$ cat src/design/tpim_pkg.sv
`default_nettype none

package tpim_pkg;

	localparam int DATA_W = 32;

	// Divisor of the clamped peak height that gives the medium height.
	localparam int MED_HEIGHT_DIV = 4;
	// Divisor of the window width that gives the centre rectangle width.
	localparam int MAX_HEIGHT_RANGE_DIV = 2;

	// The clamp divides 2^32, which needs one more dividend bit than a word.
	localparam int CLAMP_DIV_BITS = DATA_W + 1;
	localparam int LOOKUP_DIV_BITS = DATA_W;

	localparam logic OP_ENCODE = 1'b0;
	localparam logic OP_DECODE = 1'b1;

	typedef struct packed {
		logic                opcode;
		logic [DATA_W-1:0]   symbol_value;
		logic [DATA_W-1:0]   decoded_count;
		logic [DATA_W-1:0]   window_left;
		logic [DATA_W-1:0]   window_right;
		logic [DATA_W-1:0]   peak_height;
		logic [DATA_W-1:0]   value_range;
	} req_t;

	typedef struct packed {
		logic [DATA_W-1:0]   interval_total;
		logic [DATA_W-1:0]   interval_low;
		logic [DATA_W-1:0]   symbol_frequency;
		logic [DATA_W-1:0]   decoded_value;
		logic                in_window;
	} rsp_t;

endpackage

`default_nettype wire

$ cat src/design/tpim_div.sv
`default_nettype none

// Restoring divider, one quotient bit per pipeline stage. A side vector travels
// with each request so the caller keeps its context aligned with the quotient.
module tpim_div #(
	parameter int NW = 32,
	parameter int SW = 1
) (
	input  wire logic                          clk,
	input  wire logic                          arst_n,
	input  wire logic                          en,
	input  wire logic                          in_vld,
	input  wire logic [NW-1:0]                 num,
	input  wire logic [tpim_pkg::DATA_W-1:0]   den,
	input  wire logic [SW-1:0]                 side,
	output logic                               out_vld,
	output logic [NW-1:0]                      quot,
	output logic [tpim_pkg::DATA_W-1:0]        rem,
	output logic [SW-1:0]                      side_out
);

	localparam int W = tpim_pkg::DATA_W;

	logic          vld_s  [NW];
	logic [W-1:0]  rem_s  [NW];
	logic [NW-1:0] num_s  [NW];
	logic [NW-1:0] quo_s  [NW];
	logic [W-1:0]  den_s  [NW];
	logic [SW-1:0] side_s [NW];

	for (genvar k = 0; k < NW; k++) begin : g_stage
		logic          v_in;
		logic [W-1:0]  r_in;
		logic [NW-1:0] n_in;
		logic [NW-1:0] q_in;
		logic [W-1:0]  d_in;
		logic [SW-1:0] s_in;
		logic [W:0]    shifted;
		logic [W+1:0]  trial;
		logic          take;
		logic [NW-1:0] q_next;

		if (k == 0) begin : g_first
			assign v_in = in_vld;
			assign r_in = '0;
			assign n_in = num;
			assign q_in = '0;
			assign d_in = den;
			assign s_in = side;
		end else begin : g_next
			assign v_in = vld_s[k-1];
			assign r_in = rem_s[k-1];
			assign n_in = num_s[k-1];
			assign q_in = quo_s[k-1];
			assign d_in = den_s[k-1];
			assign s_in = side_s[k-1];
		end

		assign shifted = {r_in, n_in[NW-1-k]};
		assign trial = {1'b0, shifted} - {2'b00, d_in};
		assign take = !trial[W+1];

		always_comb begin
			q_next = q_in;
			q_next[NW-1-k] = take;
		end

		always_ff @(posedge clk or negedge arst_n) begin
			if (!arst_n) begin
				vld_s[k] <= 1'b0;
			end else if (en) begin
				vld_s[k] <= v_in;
			end
		end

		always_ff @(posedge clk) begin
			if (en) begin
				rem_s[k]  <= take ? trial[W-1:0] : shifted[W-1:0];
				num_s[k]  <= n_in;
				quo_s[k]  <= q_next;
				den_s[k]  <= d_in;
				side_s[k] <= s_in;
			end
		end
	end

	assign out_vld  = vld_s[NW-1];
	assign quot     = quo_s[NW-1];
	assign rem      = rem_s[NW-1];
	assign side_out = side_s[NW-1];

endmodule

`default_nettype wire

$ cat config.mk
export PLATFORM = sky130hd
export DESIGN_NAME = tpim_div
export DESIGN_NICKNAME = d
export VERILOG_FILES = /design/src/design/tpim_pkg.sv /design/src/design/tpim_div.sv
export SDC_FILE = /design/constraint.sdc
export NUM_CORES = 2
export LEC_CHECK = 0
export BUFFER_PORTS_ARGS = -buffer_cell sky130_fd_sc_hd__buf_4
export CAP_MARGIN = 25
export CELL_PAD_IN_SITES_DETAIL_PLACEMENT = 0
export CELL_PAD_IN_SITES_GLOBAL_PLACEMENT = 1
export CORE_MARGIN = 2
export CORE_UTILIZATION = 53
export CTS_CLUSTER_DIAMETER = 50
export DETAILED_ROUTE_END_ITERATION = 7
export HOLD_SLACK_MARGIN = 0.15
export PLACE_DENSITY = 0.89
export SLEW_MARGIN = 0
export SYNTH_ARGS = -nofsm -noshare
export SYNTH_HDL_FRONTEND = slang
export SYNTH_MEMORY_MAX_BITS = 65536
export SYNTH_SLANG_ARGS = --single-unit
$ cat constraint.sdc
create_clock -name clk -period 4.16 [get_ports clk]
set_input_delay 0 -clock clk [delete_from_list [all_inputs] [get_ports clk]]
set_output_delay 0 -clock clk [all_outputs]
set_load 0.02 [all_outputs]
==> impl_metrics.tcl <==
set metrics [dict create \
    status "finished with violations" \
    violations "design-rule violations" \
    ys_types 99 \
    grt_usage 0.2345 \
    antenna_found_initial 3 \
    synth_top_cell_by_area "edfxtp_1" \
    drt-total-wl_um 353300 \
    crit_type "reg2reg" \
    boundaryPins 135 \
    core_um2 290100 \
    power_density_nw_per_um2 797.7 \
    synth_area_leaders "edfxtp_1 60%, ha_1 8.1%, a21oi_1 3.5%" \
    critical_path_arrival_ns 4.87 \
    ys_seq_elements 3104 \
    rsz0062_at_grt "false" \
    drtIter0Drc 7750 \
    clock_sinks 3104 \
    ys.flop_type "edfxtp_1" \
    drv_cap 0 \
    synth.top_cells.by_count "3072 x edfxtp_1, 1229 x inv_1, 1079 x a21oi_1" \
    overflow 0 \
    finalSetupTns_ns 0 \
    routedWlPerCell_um 20.24 \
    grt_max_degree 156 \
    die-height_um 543.4 \
    clock-root-buffer "clkbuf_16" \
    portBuffers 134 \
    endpoint_kind "register" \
    htree_levels 5 \
    start_util 0.5315 \
    drc 1 \
    slew_headroom 0.2737 \
    hold_path_class "in2reg" \
    vias 97940 \
    yosysWarnings 0 \
    fillers 22320 \
    tritoncts "done" \
    setup_viol 0 \
    dieArea_um2 295300 \
    syn2layout_area_growth_pct 14.55 \
    synthCells 12540 \
    cts-buffers-inserted 385 \
    nets 14320 \
    num_rows 198 \
    grt_pass1_wl_um 546300 \
    vias_per_cell 5.611 \
    worst_pin_slew_ns 1.089 \
    hpwl_um 256000 \
    routabilityCongestion 0.9137 \
    ys_async_sr_fraction 0.01031 \
    fin_crit_sh 0.9800 \
    final_core_util 0.6089 \
    worstSkewPairLatency_ns 0.94 \
    startpoint_type "register" \
    yosysMostFrequentCell "edfxtp_1" \
    cellLeakagePower_nw 71.24 \
    drt_pass1_iterations 8 \
    clk_path_buf_depth 4 \
    drive_above_1_share 0.1089 \
    die_w_um 543.4 \
    maxSlewViolCount 0 \
    clkTransAtPathRegs_ns 0.06 \
    ant_nets 0 \
    hold_viol 0 \
    synth-seq-area-share 0.6034 \
    synth_enable_flop_cells 3072 \
    grt_pass1_vias 97240 \
    whs_ns 0.1941 \
    max_freq_ghz 0.2453 \
    cp_max_fo 20 \
    syn_area_um2 154200 \
    syn_area_per_cell_um2 12.29 \
    ir_drop_mv 0.5558 \
    post-route-min-period_ns 4.077 \
    fin_skew_ns 0.06260 \
    finalPower_mw 140.9 \
    required_ns 4.95 \
    synth_top_area_frac 0.5982 \
]
==> area by class of cell <==
class,instances,area (um^2),share of cell area
well taps,3900,4880,0.02763
inverters,1233,4628,0.02620
diodes,2,5.005,0.00002833
flip-flops and latches,3104,93050,0.5268
multi-input cells,7938,55770,0.3157
clock inverters,278,3072,0.01739
repair buffers,563,5298,0.02999
clock buffers,437,9935,0.05624
==> logic make-up (layout without fill, tap and decap cells) <==
logic type      Yosys count  in the layout  synth area share
compound gates         3271           3271            0.1311
xor+xnor                820            820           0.04658
simple gates           2498           2498           0.07339
mux                     309            309           0.02314
buf+inv                1514           2511           0.03763
fa+ha+maj              1025           1025           0.08468
flops                  3104           3104            0.6034
other cells               1             17        0.00002432
==> registers in the layout, summed over array words and instances, names as in the netlist <==
register / count
den_s: 992
g_stage.v_in: 31
num_s: 496
out_vld: 1
quo_s: 528
rem_s: 1024
side_s: 32
==> cell usage in the layout (no fill, tap or decap), types with 29 or more instances in the layout <==
cell type      instances
nand4_1               93
nor2_1               736
nand3_1              188
a21o_1               473
o211ai_1              45
dlygate4sd3_1        137
clkbuf_16            391
nor2b_1               96
clkbuf_1              46
a31oi_1               90
buf_12                54
bufinv_16             32
mux2_2               260
o21bai_1             106
xnor2_1              470
a211oi_1              89
clkinv_1              50
o21a_1               101
clkinv_2              46
nor3_1               102
inv_1               1229
o21ai_1               32
and3_1                92
edfxtp_1            3072
o31ai_1               69
a21oi_1             1071
a31o_2                29
nand2_1              901
inv_6                 43
nand2b_1             124
ha_1                 993
and2_1                39
fa_1                  31
o21ai_0              812
xor2_1               350
buf_4                368
dfrtp_1               32
==> final timing paths <==
kind                         startpoint                to  slack [ns]  cells past startpoint
max in group asynchronous        arst_n   g_stage[7].v_in        3.33                      5
setup reg to reg            rem_s[5][1]      rem_s[6][13]        0.08                     17
hold / removal                  den[31]      rem_s[0][27]        0.19                      5
min in group asynchronous        arst_n  g_stage[26].v_in        0.66                      5
setup / recovery            rem_s[5][1]      rem_s[6][13]        0.08                     17
hold reg to reg            quo_s[7][24]      quo_s[7][56]        0.41                      0
==> critical path, cell delays in order, from the launching register on <==
cell and delay (ns):
edfxtp_1 0.48, ha_1 0.42, o21a_1 0.15, o31ai_1 0.10
a21oi_1 0.18, o21ai_0 0.10, buf_4 0.16, a211oi_1 0.48
o21ai_0 0.21, a21boi_0 0.33, o21ai_1 0.09, buf_4 0.15
a31oi_4 0.17, buf_12 0.19, buf_4 0.16, nor2_1 0.04
a21oi_1 0.31, buf_4 0.17
==> routing by layer <==
metal	routed length [um]	part of all wire	global-route usage
met1	147700	0.42	0.2973
met2	178400	0.50	0.4158
met3	15390	0.044	0.02887
met4	11880	0.034	0.07690
met5	10	0.000028	0
==> timing repair <==
action	in CTS	in global routing
endpoints found under the hold margin	941	0
resized for setup	7	42
buffers inserted	0	2
gates cloned	0	2
hold buffers	138	0
pin swaps	0	4
setup endpoints to repair	5	185
==> per-stage QoR <==
step,cell area (um^2),setup WS [ns],std cells
CTS,176400,0.002788,17450
global placement,161900,-0.4369,16590
floorplan,154300,0.4571,12560
detailed placement,162000,-0.4349,16590
finish,176600,0.08316,17460
global route,176600,0.0009175,17460
==> power breakdown <==
group | internal (mW) | switching (mW) | leakage, nW
logic | 25.1 | 32.3 | 34.5
clock network | 19.6 | 14.0 | 6.27
registers | 45.0 | 5.00 | 30.4
Power figures use the tool's default switching activity.
